===== config.mk =====
export PLATFORM = sky130hd
export DESIGN_NAME = utf8_name_slugifier_flat
export DESIGN_NICKNAME = d
export VERILOG_FILES = /design/src/rtl/slg_pkg.sv /design/src/rtl/slg_if.sv /design/src/rtl/utf8_name_slugifier.sv /design/src/flat_wrapper.sv
export SDC_FILE = /design/constraint.sdc
export NUM_CORES = 1
export LEC_CHECK = 0
export BUFFER_PORTS_ARGS = -buffer_cell sky130_fd_sc_hd__buf_2
export CORE_UTILIZATION = 35
export DETAILED_ROUTE_END_ITERATION = 10
export GPL_ROUTABILITY_DRIVEN = 0
export PLACE_DENSITY = 0.62
export REMOVE_ABC_BUFFERS = 1
export SLEW_MARGIN = 0
export SYNTH_ARGS = -nofsm -noshare
export SYNTH_HDL_FRONTEND = slang
export SYNTH_SLANG_ARGS = --single-unit

===== constraint.sdc =====
create_clock -name i_clk -period 6.22 [get_ports i_clk]
set_clock_uncertainty 0.2 [all_clocks]
set_input_delay 0 -clock i_clk [delete_from_list [all_inputs] [get_ports i_clk]]
set_output_delay 0 -clock i_clk [all_outputs]
set_load 0.01 [all_outputs]

===== src/rtl/slg_pkg.sv =====
package slg_pkg;

    localparam int unsigned QUEUE_DEPTH = 2;

    localparam logic [7:0] LEAD_FOLD  = 8'hC3;
    localparam logic [7:0] LEAD2_MASK = 8'hE0;
    localparam logic [7:0] LEAD2_CODE = 8'hC0;
    localparam logic [7:0] LEAD3_MASK = 8'hF0;
    localparam logic [7:0] LEAD3_CODE = 8'hE0;
    localparam logic [7:0] LEAD4_MASK = 8'hF8;
    localparam logic [7:0] LEAD4_CODE = 8'hF0;

    localparam logic [6:0] CH_HYPHEN = 7'h2D;
    localparam logic [6:0] CH_SPACE  = 7'h20;
    localparam logic [6:0] CH_UNDER  = 7'h5F;
    localparam logic [6:0] CH_0      = 7'h30;
    localparam logic [6:0] CH_9      = 7'h39;
    localparam logic [6:0] CH_UP_A   = 7'h41;
    localparam logic [6:0] CH_UP_Z   = 7'h5A;
    localparam logic [6:0] CH_LO_A   = 7'h61;
    localparam logic [6:0] CH_LO_Z   = 7'h7A;
    localparam logic [6:0] CH_C      = 7'h63;
    localparam logic [6:0] CH_E      = 7'h65;
    localparam logic [6:0] CH_I      = 7'h69;
    localparam logic [6:0] CH_N      = 7'h6E;
    localparam logic [6:0] CH_O      = 7'h6F;
    localparam logic [6:0] CH_U      = 7'h75;
    localparam logic [6:0] CH_Y      = 7'h79;
    localparam logic [6:0] CH_NONE   = 7'h00;

    // One queued entry: an optional hyphen to send first, then the character result.
    typedef struct packed {
        logic       hyph;
        logic [6:0] ch;
        logic       present;
        logic       done;
    } t_entry;

    // Base letter of a Latin-1 code point 0xC0..0xFF, given its low six bits.
    // Upper and lower case halves match except at the last code point.
    function automatic logic [6:0] fold_letter(input logic [5:0] idx);
        logic [6:0] r;
        case (idx[4:0])
            5'd0, 5'd1, 5'd2, 5'd3, 5'd4, 5'd5:   r = CH_LO_A;
            5'd7:                                 r = CH_C;
            5'd8, 5'd9, 5'd10, 5'd11:             r = CH_E;
            5'd12, 5'd13, 5'd14, 5'd15:           r = CH_I;
            5'd17:                                r = CH_N;
            5'd18, 5'd19, 5'd20, 5'd21, 5'd22:    r = CH_O;
            5'd25, 5'd26, 5'd27, 5'd28:           r = CH_U;
            5'd29:                                r = CH_Y;
            5'd31:                                r = idx[5] ? CH_Y : CH_NONE;
            default:                              r = CH_NONE;
        endcase
        return r;
    endfunction

endpackage


===== src/rtl/slg_if.sv =====
interface slg_in_if;
    logic       valid;
    logic       ready;
    logic [7:0] in_byte;
    logic       end_of_name;

    modport source (output valid, output in_byte, output end_of_name, input ready);
    modport sink   (input valid, input in_byte, input end_of_name, output ready);
endinterface

interface slg_out_if;
    logic       valid;
    logic       ready;
    logic [6:0] out_char;
    logic       char_present;
    logic       slug_done;

    modport source (output valid, output out_char, output char_present, output slug_done,
                    input ready);
    modport sink   (input valid, input out_char, input char_present, input slug_done,
                    output ready);
endinterface


===== src/rtl/utf8_name_slugifier.sv =====
// Streaming slug generator for UTF-8 names.
// The i_in channel takes one byte of a name per item, with end_of_name set
// on the last byte. The o_out channel gives slug characters (a-z, 0-9 and
// hyphen) with char_present and slug_done. A byte yields no result, one
// character, or a hyphen followed by a character; the last byte of a name
// always yields at least one result, which carries slug_done.
// Each accepted byte is decoded in the cycle it is accepted and its results
// go into a two-entry queue, one entry per byte that has results. Entries
// are registered and offered on o_out in order. The input takes one
// byte per cycle while the queue holds fewer than two entries; a byte whose
// results include a hyphen is sent on the output as a hyphen and then its
// character, so that a stream of such bytes is held back by the single
// output port.
// When the receiver stalls, the queue fills and i_in.ready drops after two
// bytes are waiting; no result is lost or repeated.
// Synchronous reset clears the decoding state and empties the queue.
module utf8_name_slugifier (
    input  logic         i_clk,
    input  logic         i_rst_n,
    slg_in_if.sink       i_in,
    slg_out_if.source    o_out
);

    // Decoding state.
    logic [1:0] r_skip, n_skip;
    logic       r_fold, n_fold;
    logic       r_seen, n_seen;
    logic       r_hpend, n_hpend;

    // Result queue.
    slg_pkg::t_entry r_q [slg_pkg::QUEUE_DEPTH];
    logic       r_head;
    logic [1:0] r_count, n_count;
    logic       r_hsent;

    logic            in_acc;
    logic            out_acc;
    logic            pop;
    logic            push;
    logic [6:0]      kept;
    logic            v_hpend;
    slg_pkg::t_entry new_entry;
    slg_pkg::t_entry head;
    logic [6:0]      b7;
    logic            tail;

    assign in_acc  = i_in.valid && i_in.ready;
    assign out_acc = o_out.valid && o_out.ready;
    assign b7      = i_in.in_byte[6:0];

    // Byte decoding and next state.
    always_comb begin
        kept    = slg_pkg::CH_NONE;
        v_hpend = r_hpend;
        n_skip  = r_skip;
        n_fold  = r_fold;
        n_seen  = r_seen;
        if (r_skip != 2'd0) begin
            // Continuation byte, consumed whatever its value.
            if (r_fold) begin
                kept = slg_pkg::fold_letter(i_in.in_byte[5:0]);
            end
            n_fold = 1'b0;
            n_skip = r_skip - 2'd1;
        end else if (!i_in.in_byte[7]) begin
            if (b7 >= slg_pkg::CH_UP_A && b7 <= slg_pkg::CH_UP_Z) begin
                kept = b7 | 7'h20;
            end else if ((b7 >= slg_pkg::CH_LO_A && b7 <= slg_pkg::CH_LO_Z) ||
                         (b7 >= slg_pkg::CH_0 && b7 <= slg_pkg::CH_9)) begin
                kept = b7;
            end else if (b7 == slg_pkg::CH_SPACE || b7 == slg_pkg::CH_HYPHEN ||
                         b7 == slg_pkg::CH_UNDER) begin
                v_hpend = r_seen;
            end
        end else begin
            if ((i_in.in_byte & slg_pkg::LEAD2_MASK) == slg_pkg::LEAD2_CODE) begin
                n_skip = 2'd1;
            end else if ((i_in.in_byte & slg_pkg::LEAD3_MASK) == slg_pkg::LEAD3_CODE) begin
                n_skip = 2'd2;
            end else if ((i_in.in_byte & slg_pkg::LEAD4_MASK) == slg_pkg::LEAD4_CODE) begin
                n_skip = 2'd3;
            end
            n_fold = (i_in.in_byte == slg_pkg::LEAD_FOLD);
        end

        new_entry.hyph    = (kept != slg_pkg::CH_NONE) && v_hpend && r_seen;
        new_entry.ch      = kept;
        new_entry.present = (kept != slg_pkg::CH_NONE);
        new_entry.done    = i_in.end_of_name;

        n_hpend = v_hpend;
        if (kept != slg_pkg::CH_NONE) begin
            n_hpend = 1'b0;
            n_seen  = 1'b1;
        end
        if (i_in.end_of_name) begin
            // The name ends here: drop any open sequence and pending hyphen.
            n_skip  = 2'd0;
            n_fold  = 1'b0;
            n_seen  = 1'b0;
            n_hpend = 1'b0;
        end
    end

    assign push = in_acc && (new_entry.present || new_entry.done);

    // Output side: a hyphen entry is sent in two steps.
    assign head = r_q[r_head];
    assign pop  = out_acc && (!head.hyph || r_hsent);
    assign tail = r_head + r_count[0];

    always_comb begin
        n_count = r_count;
        if (push && !pop) begin
            n_count = r_count + 2'd1;
        end else if (pop && !push) begin
            n_count = r_count - 2'd1;
        end
    end

    assign i_in.ready     = (r_count < 2'(slg_pkg::QUEUE_DEPTH));
    assign o_out.valid    = (r_count != 2'd0);
    assign o_out.out_char = (head.hyph && !r_hsent) ? slg_pkg::CH_HYPHEN : head.ch;
    assign o_out.char_present = (head.hyph && !r_hsent) ? 1'b1 : head.present;
    assign o_out.slug_done    = (head.hyph && !r_hsent) ? 1'b0 : head.done;

    always_ff @(posedge i_clk) begin
        if (!i_rst_n) begin
            r_skip  <= 2'd0;
            r_fold  <= 1'b0;
            r_seen  <= 1'b0;
            r_hpend <= 1'b0;
            r_head  <= 1'b0;
            r_count <= 2'd0;
            r_hsent <= 1'b0;
        end else begin
            if (in_acc) begin
                r_skip  <= n_skip;
                r_fold  <= n_fold;
                r_seen  <= n_seen;
                r_hpend <= n_hpend;
            end
            r_count <= n_count;
            if (pop) begin
                r_head  <= ~r_head;
                r_hsent <= 1'b0;
            end else if (out_acc) begin
                r_hsent <= 1'b1;
            end
        end
    end

    always_ff @(posedge i_clk) begin
        if (push) begin
            r_q[tail] <= new_entry;
        end
    end

`ifndef NO_ASSERTIONS
    // The end of a name leaves the decoder in its reset state.
    a_name_end_clears: assert property (@(posedge i_clk) disable iff (!i_rst_n)
        (in_acc && i_in.end_of_name) |=> (r_skip == 2'd0 && !r_fold && !r_seen && !r_hpend))
        else $error("decoder state not cleared at end of name");

    // The queue never holds more entries than it has.
    a_queue_bound: assert property (@(posedge i_clk) disable iff (!i_rst_n)
        r_count <= 2'(slg_pkg::QUEUE_DEPTH))
        else $error("result queue overflow");

    // A hyphen is never the final result of a name.
    a_hyphen_not_done: assert property (@(posedge i_clk) disable iff (!i_rst_n)
        (o_out.valid && o_out.out_char == slg_pkg::CH_HYPHEN) |-> !o_out.slug_done)
        else $error("hyphen carries slug_done");

    // The half-sent mark only stands on a queued hyphen entry.
    a_hsent_on_hyphen: assert property (@(posedge i_clk) disable iff (!i_rst_n)
        r_hsent |-> (r_count != 2'd0 && head.hyph))
        else $error("hyphen mark without hyphen entry");
`endif

endmodule

===== src/flat_wrapper.sv =====
// flat-port wrapper written by rule: the top's interface ports become plain ports
module utf8_name_slugifier_flat 
  (i_clk, i_rst_n, i_in_valid, i_in_in_byte, i_in_end_of_name, i_in_ready, o_out_valid, o_out_out_char, o_out_char_present, o_out_slug_done, o_out_ready);
  slg_in_if i_in_i ();
  slg_out_if o_out_i ();
  input  logic i_clk;
  input  logic i_rst_n;
  input wire logic [$bits(i_in_i.valid)-1:0] i_in_valid;
  input wire logic [$bits(i_in_i.in_byte)-1:0] i_in_in_byte;
  input wire logic [$bits(i_in_i.end_of_name)-1:0] i_in_end_of_name;
  output wire logic [$bits(i_in_i.ready)-1:0] i_in_ready;
  output wire logic [$bits(o_out_i.valid)-1:0] o_out_valid;
  output wire logic [$bits(o_out_i.out_char)-1:0] o_out_out_char;
  output wire logic [$bits(o_out_i.char_present)-1:0] o_out_char_present;
  output wire logic [$bits(o_out_i.slug_done)-1:0] o_out_slug_done;
  input wire logic [$bits(o_out_i.ready)-1:0] o_out_ready;
  assign i_in_i.valid = i_in_valid;
  assign i_in_i.in_byte = i_in_in_byte;
  assign i_in_i.end_of_name = i_in_end_of_name;
  assign i_in_ready = i_in_i.ready;
  assign o_out_valid = o_out_i.valid;
  assign o_out_out_char = o_out_i.out_char;
  assign o_out_char_present = o_out_i.char_present;
  assign o_out_slug_done = o_out_i.slug_done;
  assign o_out_i.ready = o_out_ready;
  utf8_name_slugifier u_core (.i_clk(i_clk), .i_rst_n(i_rst_n), .i_in(i_in_i), .o_out(o_out_i));
endmodule

==> results of run 1 <==
-- cell families (layout without fill, tap and decap cells) --
kind of cell	Yosys count	after routing	synth area share, %
fa+ha+maj	1	1	0.6751
xor+xnor	5	5	2.769
compound gates	48	48	21.07
mux	10	10	5.402
buf+inv	14	39	5.536
simple gates	71	71	21.34
flops	30	30	43.21
-- sequential cells by signal (all words and copies together) (netlist names), named ones only --
signal,cells
u_core.r_q,20
u_core.r_seen,1
u_core.r_fold,1
u_core.r_hsent,1
u_core.r_skip,2
u_core.r_hpend,1
u_core.r_count,2
u_core.r_head,1
-- power groups by stage --
stage | logic, W | clock network [W] | registers [W]
after floorplan | 0.000150 | 0 | 0.000284
after global placement | 0.000216 | 0 | 0.000290
after detailed placement | 0.000219 | 0 | 0.000292
after CTS | 0.000222 | 0.000149 | 0.000288
after global routing | 0.000248 | 0.000161 | 0.000292
final | 0.000218 | 0.000147 | 0.000287
-- critical path, cell delays in order, from the launching register on --
cell and delay (ns):
dfxtp_1 0.36, or3_1 0.44, nor3_2 0.49, nor2_1 0.17
a21oi_1 0.79
-- area by class of cell --
class | count | area, um2 | share of cell area, %
Multi-Input combinational cell | 135 | 949.7 | 45.23
Tap cell | 70 | 87.58 | 4.172
Inverter | 3 | 11.26 | 0.5364
Timing Repair Buffer | 28 | 165.2 | 7.867
Clock inverter | 3 | 16.27 | 0.7747
Clock buffer | 5 | 68.82 | 3.278
Sequential cell | 30 | 800.8 | 38.14
-- metrics by stage --
stage | setup slack, ns | util [%] | cell area, um2 | cells | hold slack [ns]
after global routing | 3.140 | 41.11 | 2100 | 274 | 0.05892
after floorplan | 3.766 | - | 1762 | 168 | -0.1011
after CTS | 3.343 | 41.11 | 2100 | 274 | 0.01845
after global placement | 3.450 | 38.46 | 1964 | 261 | 0.1595
after detailed placement | 3.362 | 38.46 | 1964 | 261 | 0.1518
final | 3.366 | 41.11 | 2100 | 274 | 0.02380
-- how the worst max path moves through the flow --
stage | depth (start not counted) | endpoint
after floorplan | 7 | u_core.r_count[1]
after global placement | 4 | u_core.r_q[0][2]
after detailed placement | 4 | u_core.r_q[0][2]
after CTS | 4 | u_core.r_q[0][2]
after global routing | 4 | u_core.r_q[0][2]
final | 4 | u_core.r_q[0][2]
-- cell usage in the layout (no fill, tap or decap), drive strengths merged, types with 8 or more instances in the layout --
cell type and n:
o21ai 14, buf 23, dfxtp 10, nor3 8
mux2i 10, edfxtp 20, a21oi 8, nor2 14
nand2 19
-- layer usage --
metal | part of all wire (%) | vias to the layer above | global-route usage (%) | wire length, um
met2 | 47 | 30 | 22.12 | 1659
met5 | 0 | - | 0 | 0
met1 | 48 | 655 | 18.52 | 1698
met3 | 3.7 | 4 | 3.213 | 131
li1 | - | 717 | - | -
met4 | 1.1 | 0 | 5.031 | 40
-- what timing repair did --
item                                   4_1_cts  5_1_grt
hold buffers                                 5        0
setup buffers                                0        0
endpoints found under the hold margin       13        0
==> flow_summary.yaml, run 1 <==
pwr:
  total_power_w: 0.0006523
  switchingPower_w: 0.0002230
  clkPwrFrac_pct: 22.5
  p_sw_share_pct: 34.19
  leakage_nw: 0.7375
  comb_power_share_pct: 33.5
  p_per_area_mw_per_mm2: 310.7
  power_frac_seq_pct: 44.0
  ir_worst_vdd_mv: 0.1188
  p_int_w: 0.0004293
placement:
  dp_hpwl_mm: 2.489
  numPortBuffers: 23
clock_network:
  clk_pin_slew_ns: 0.07
  cts_tree: "built"
  clock_path_buffers: 2
  cts_max_level: 2
  root_buffer: "clkbuf_8"
  clock_sinks: 30
  cts_resized: 0
  numCtsBuffers: 5
  insertion_delay_ns: 0.28
detailed_routing:
  vias_per_cell: 5.131
  drt-total-wl_mm: 3.529
  detail_route.wl_per_cell_um: 12.88
  dr.pass1.iters: 4
  vias: 1406
  dr.first_iter.drc_count: 62
  drc: 0
  ant_nets: 0
min_path:
  holdCritStartpoint: "i_in_valid"
  hold_path_class: "in -> reg"
  whs_path_depth: 4
  min_to: "u_core.r_hpend"
synthesis:
  synthCells: 179
  synth_most_common_cell: "edfxtp_1"
  synth_top_area_share_pct: 32.41
  synth_edf_count: 20
  ys_warn_count: 0
  synthTopCellsByArea: "edfxtp_1 32%, dfxtp_1 11%, mux2i_1 5.4%"
  synth_area_per_cell_um2: 10.35
  synth_cell_types: 56
  syn_area_mm2: 0.001853
  yosys-top-cells-count: "20 x edfxtp_1, 18 x nand2_1, 14 x nor2_1, 10 x dfxtp_1, 10 x mux2i_1"
  synth_largest_area_cell: "edfxtp_1"
  synth_seq_cells: 30
  ys.flop_type: "edfxtp_1"
  synth-seq-area-share_pct: 43.21
  synthArstFlopShare_pct: 0
run_status:
  status: "complete, no violations"
sta:
  drv_slew: 0
  fin_crit_ns: 2.854
  setup_tns_ns: 0
  rsz0062_at_grt: "no"
  finalHoldViolCount: 0
  tightestPinTransition_ns: 0.9442
  finalCritPeriodShare_pct: 45.89
  max-slew-margin-rel_pct: 37.06
  clock.fmax_mhz: 350.3
  setup_viol: 0
cells_and_area:
  final_layout_size_suffix_gt1_share_pct: 25.00
  fillerInstances: 514
  areaGrowthSynthToFinish_pct: 13.30
  diodes: 0
  nNetsFinal: 217
worst_setup_path:
  reg2regPathDepth: 4
  r2r_setup_slack_ns: 3.37
  arrival_ns: 2.55
  r2r_end: "u_core.r_q[0][2]"
  startpoint_type: "register"
  critPathMaxFanout: 11
  startpoint: "u_core.r_skip[0]"
  end_kind: "register"
  critPathKind: "reg -> reg"
  cp.required_ns: 5.91
  r2r_start: "u_core.r_skip[0]"
die:
  ios: 24
  rows: 26
  core_area_mm2: 0.005107
  die_w_um: 74.76
  initial_core_util_pct: 36.28
  die_h_um: 74.76
  die_area_mm2: 0.005589
global_route:
  grt_max_degree: 20
  grt_pass1_vias: 1252
  antenna_found_initial: 0
  overflow: 0
  grt_usage_pct: 13.90
  grt_pass1_wl_mm: 5.837
flow_run:
  max-cap-violations: 0
(Power assumes the default switching activity.)
==> run 2, diff against run 1 <==
- PLACE_DENSITY: 0.62 -> 0.64
- clock period: 6.22 -> 2.6 ns (I/O delays scaled with it)
==> flow_summary.yaml, run 2 (synthesis gave the netlist of run 1 again) <==
run_status:
  status: "complete, no violations"
clock_network:
  cts_hold_buf: 5
  clk_pin_slew_ns: 0.07
  cts_tree: "built"
  clock_path_buffers: 2
  clock_sinks: 30
  insertion_delay_ns: 0.28
  cts_max_level: 2
  post-cts-setup-buffers: 0
  cts_resized: 0
  numCtsBuffers: 5
  root_buffer: "clkbuf_8"
worst_setup_path:
  cp.required_ns: 2.61
  critPathKind: "reg -> reg"
  end_kind: "register"
  arrival_ns: 2.37
  critPathMaxFanout: 8
  startpoint_type: "register"
global_route:
  grt_pass1_wl_mm: 5.906
  grt_pass1_vias: 1300
  grt_usage_pct: 14.20
  antenna_found_initial: 0
  overflow: 0
  grt_max_degree: 20
die:
  die_area_mm2: 0.005589
  die_w_um: 74.76
  ios: 24
  core_area_mm2: 0.005107
  initial_core_util_pct: 36.28
  die_h_um: 74.76
  rows: 26
placement:
  place_area_mm2: 0.002002
  dp_cells: 266
  dp_hpwl_mm: 2.548
  numPortBuffers: 23
detailed_routing:
  detail_route.wl_per_cell_um: 12.80
  vias: 1419
  dr.pass1.iters: 4
  ant_nets: 0
  vias_per_cell: 5.086
  drc: 0
  dr.first_iter.drc_count: 78
  drt-total-wl_mm: 3.570
cells_and_area:
  diodes: 0
  reg.largest.list: "u_core.r_q x20, u_core.r_count x2, u_core.r_skip x2"
  layout_common_cells: "23 x buf_2, 20 x edfxtp_1, 18 x nand2_1"
  final_common_cell: "buf_2"
  layout.cells.non_filler: 279
  areaGrowthSynthToFinish_pct: 15.33
  largest_register_ffs: 20
  top_register: "u_core.r_q"
  final_area_mm2: 0.002137
  nNetsFinal: 222
  fillerInstances: 521
  final_layout_size_suffix_gt1_share_pct: 26.79
sta:
  setup_viol: 0
  setup_tns_ns: 0
  drv_slew: 0
  finalCritPeriodShare_pct: 90.91
  rsz0062_at_grt: "no"
  max-slew-margin-rel_pct: 71.81
  finalHoldViolCount: 0
  clock.fmax_mhz: 423.1
  fin_crit_ns: 2.364
  tightestPinTransition_ns: 0.4185
pwr:
  p_per_area_mw_per_mm2: 741.5
  leakage_nw: 0.7601
  comb_power_share_pct: 35.9
  p_int_w: 0.001044
  power_frac_seq_pct: 41.9
  ir_worst_vdd_mv: 0.2159
  p_sw_share_pct: 34.10
  clkPwrFrac_pct: 22.2
  switchingPower_w: 0.0005403
min_path:
  hold_path_class: "in -> reg"
flow_run:
  max-cap-violations: 0
## run 2: cell types whose count changed in the layout (fill, tap and decap cells not counted), sizes merged
cell  delta
buf      +5
## run 2: critical path, cell delays in order (launching register included)
cell      delay [ns]
dfxtp_1         0.43
o21ai_0         0.21
a221oi_4        0.37
o21ai_2         0.11
a21oi_1         0.16
ha_1            0.28
or3_1           0.37
a21boi_0        0.16
## run 2: per-layer routing
metal	GRT usage [%]	vias up	wire [um]
met5	0	-	0
met3	4.150	2	116
met2	23.72	30	1749
met1	17.23	663	1679
li1	-	724	-
met4	5.660	0	24
## run 2: power groups by stage
| stage | Sequential [W] | Clock (W) | Combinational (W) |
|---|---|---|---|
| 6_report | 0.000665 | 0.000352 | 0.000568 |
| 5_1_grt | 0.000674 | 0.000386 | 0.000643 |
| 4_1_cts | 0.000665 | 0.000360 | 0.000575 |
| 3_5_place_dp | 0.000675 | 0 | 0.000567 |
| 3_3_place_gp | 0.000673 | 0 | 0.000560 |
| 2_1_floorplan | 0.000681 | 0 | 0.000359 |
## run 2: through the flow
| step | setup slack, ns | utilization (%) | total power [W] | hold slack [ns] |
|---|---|---|---|---|
| after floorplan | 0.1463 | - | 0.001039 | -0.1011 |
| after detailed placement | 0.2392 | 39.20 | 0.001242 | 0.1361 |
| after global placement | 0.2721 | 39.20 | 0.001233 | 0.1315 |
| final | 0.2364 | 41.84 | 0.001585 | 0.02952 |
| after CTS | 0.2363 | 41.84 | 0.001600 | 0.02257 |
| after global routing | 0.009876 | 41.84 | 0.001703 | 0.06064 |
## run 2: worst paths after layout
check | startpoint | end | slack [ns] | cells after the start
worst max register to register | u_core.r_skip[0] | u_core.r_count[1] | 0.24 | 7
worst min-delay path | i_in_in_byte[7] | u_core.r_skip[0] | 0.03 | 4
worst min register to register | u_core.r_count[1] | u_core.r_count[1] | 0.33 | 2
worst max-delay path | u_core.r_skip[0] | u_core.r_count[1] | 0.24 | 7
## run 2: area by class of cell
cell class	count	area (um2)	share of cell area [%]
Clock inverter	3	16.27	0.7611
Timing Repair Buffer	33	202.7	9.485
Tap cell	70	87.58	4.098
Multi-Input combinational cell	135	949.7	44.44
Inverter	3	11.26	0.5269
Sequential cell	30	800.8	37.47
Clock buffer	5	68.82	3.220
==> run 3, diff against run 2 <==
--- a/config.mk
+++ b/config.mk
@@ -8,2 +8,3 @@
 export BUFFER_PORTS_ARGS = -buffer_cell sky130_fd_sc_hd__buf_2
+export CORE_MARGIN = 2
 export CORE_UTILIZATION = 35
--- a/constraint.sdc
+++ b/constraint.sdc
@@ -4,2 +4,2 @@
 set_output_delay 0 -clock i_clk [all_outputs]
-set_load 0.01 [all_outputs]
+set_load 0.1 [all_outputs]
==> flow_summary.yaml, run 3 (synthesis gave the netlist of run 1 again) <==
run_status:
  status: "complete, no violations"
placement:
  dp_cells: 266
  dp_slack_ns: 0.2056
  place_area_mm2: 0.002002
  numPortBuffers: 23
  dp_hpwl_mm: 2.604
pwr:
  comb_power_share_pct: 52.0
  leakage_nw: 0.7570
  clkPwrFrac_pct: 16.6
  total_power_w: 0.002124
  p_sw_share_pct: 50.82
  ir_worst_vdd_mv: 0.4073
  p_int_w: 0.001045
  power_frac_seq_pct: 31.3
  p_per_area_mw_per_mm2: 1000
  switchingPower_w: 0.001079
cells_and_area:
  areaGrowthSynthToFinish_pct: 14.58
  top_register: "u_core.r_q"
  layout_common_cells: "23 x buf_2, 20 x edfxtp_1, 18 x nand2_1"
  final_layout_size_suffix_gt1_share_pct: 26.44
  diodes: 0
  nNetsFinal: 221
  layout.cells.non_filler: 278
  reg.largest.list: "u_core.r_q x20, u_core.r_count x2, u_core.r_skip x2"
  final_area_mm2: 0.002123
  largest_register_ffs: 20
  final_common_cell: "buf_2"
min_path:
  hold_path_class: "in -> reg"
die:
  ios: 24
  die_w_um: 76.76
  die_h_um: 76.76
  core_area_mm2: 0.005107
  initial_core_util_pct: 36.28
  die_area_mm2: 0.005892
  rows: 26
global_route:
  overflow: 0
  antenna_found_initial: 0
  grt_max_degree: 20
  grt_pass1_vias: 1424
  grt_usage_pct: 14.03
  grt_pass1_wl_mm: 6.658
clock_network:
  numCtsBuffers: 5
  cts_max_level: 2
  root_buffer: "clkbuf_8"
  clk_pin_slew_ns: 0.07
  cts_tree: "built"
  clock_path_buffers: 2
  insertion_delay_ns: 0.27
  cts_resized: 0
  clock_sinks: 30
sta:
  clock.fmax_mhz: 417.9
  finalCritPeriodShare_pct: 92.03
  setup_tns_ns: 0
  rsz0062_at_grt: "no"
  fin_ws_ns: 0.2071
  finalHoldViolCount: 0
  drv_slew: 0
  tightestPinTransition_ns: 0.4885
  fin_crit_ns: 2.393
  max-slew-margin-rel_pct: 67.66
  setup_viol: 0
worst_setup_path:
  startpoint_type: "register"
  critPathMaxFanout: 8
  arrival_ns: 2.39
  end_kind: "register"
  critPathKind: "reg -> reg"
  cp.required_ns: 2.60
detailed_routing:
  vias_per_cell: 5.158
  dr.first_iter.drc_count: 62
  drt-total-wl_mm: 3.723
  vias: 1434
  dr.pass1.iters: 4
  drc: 0
  detail_route.wl_per_cell_um: 13.39
  ant_nets: 0
flow_run:
  max-cap-violations: 0
[run 3: cell types whose count changed in the layout (fill, tap and decap cells not counted)]
| cell | previous run | this run |
|---|---|---|
| clkbuf_1 | 0 | 1 |
| dlygate4sd3_1 | 5 | 4 |
| clkinvlp_4 | 1 | 0 |
[run 3: worst max-delay path: stages, from the launching register on]
cell	delay (ns)
dfxtp_1	0.45
o21ai_0	0.22
a221oi_4	0.36
o21ai_2	0.12
a21oi_1	0.15
ha_1	0.28
or3_1	0.37
a21boi_0	0.17
[run 3: timing repair]
item,CTS,global route
endpoints found under the hold margin,11,0
hold buffers,4,0
buffers inserted,0,0
[run 3: power by group through the flow]
stage | Sequential, W | Clock [W] | Combinational, W
3_3_place_gp | 0.000672 | 0 | 0.00110
6_report | 0.000666 | 0.000353 | 0.00111
3_5_place_dp | 0.000675 | 0 | 0.00110
2_1_floorplan | 0.000681 | 0 | 0.000891
4_1_cts | 0.000665 | 0.000362 | 0.00111
5_1_grt | 0.000678 | 0.000387 | 0.00117
[run 3: metrics by stage]
stage	hold slack, ns	utilization, %
finish	0.02960	41.57
global route	0.06451	41.57
global placement	0.1460	39.20
floorplan	-0.1011	-
CTS	0.01666	41.57
detailed placement	0.1467	39.20
[run 3: area by class of cell]
class | instances | area [um2]
multi-input cells | 135 | 949.7
well taps | 70 | 87.58
flip-flops and latches | 30 | 800.8
fillers | 512 | 2984
clock inverters | 2 | 8.758
inverters | 3 | 11.26
clock buffers | 6 | 72.57
repair buffers | 32 | 192.7
[run 3: layer usage]
| metal | track usage [%] | share of wire [%] | vias up |
|---|---|---|---|
| met4 | 6.364 | 0.78 | 0 |
| li1 | - | - | 723 |
| met1 | 18.08 | 49 | 685 |
| met3 | 3.529 | 2.6 | 2 |
| met5 | 0 | 0 | - |
| met2 | 22.11 | 47 | 24 |
[run 3: path summary, 6_finish.rpt]
path	to	start	slack, ns	depth (start not counted)
setup / recovery	u_core.r_count[1]	u_core.r_skip[0]	0.21	7
hold / removal	u_core.r_skip[0]	i_in_in_byte[6]	0.03	4
setup reg to reg	u_core.r_count[1]	u_core.r_skip[0]	0.21	7
hold reg to reg	u_core.r_hsent	u_core.r_hsent	0.33	2
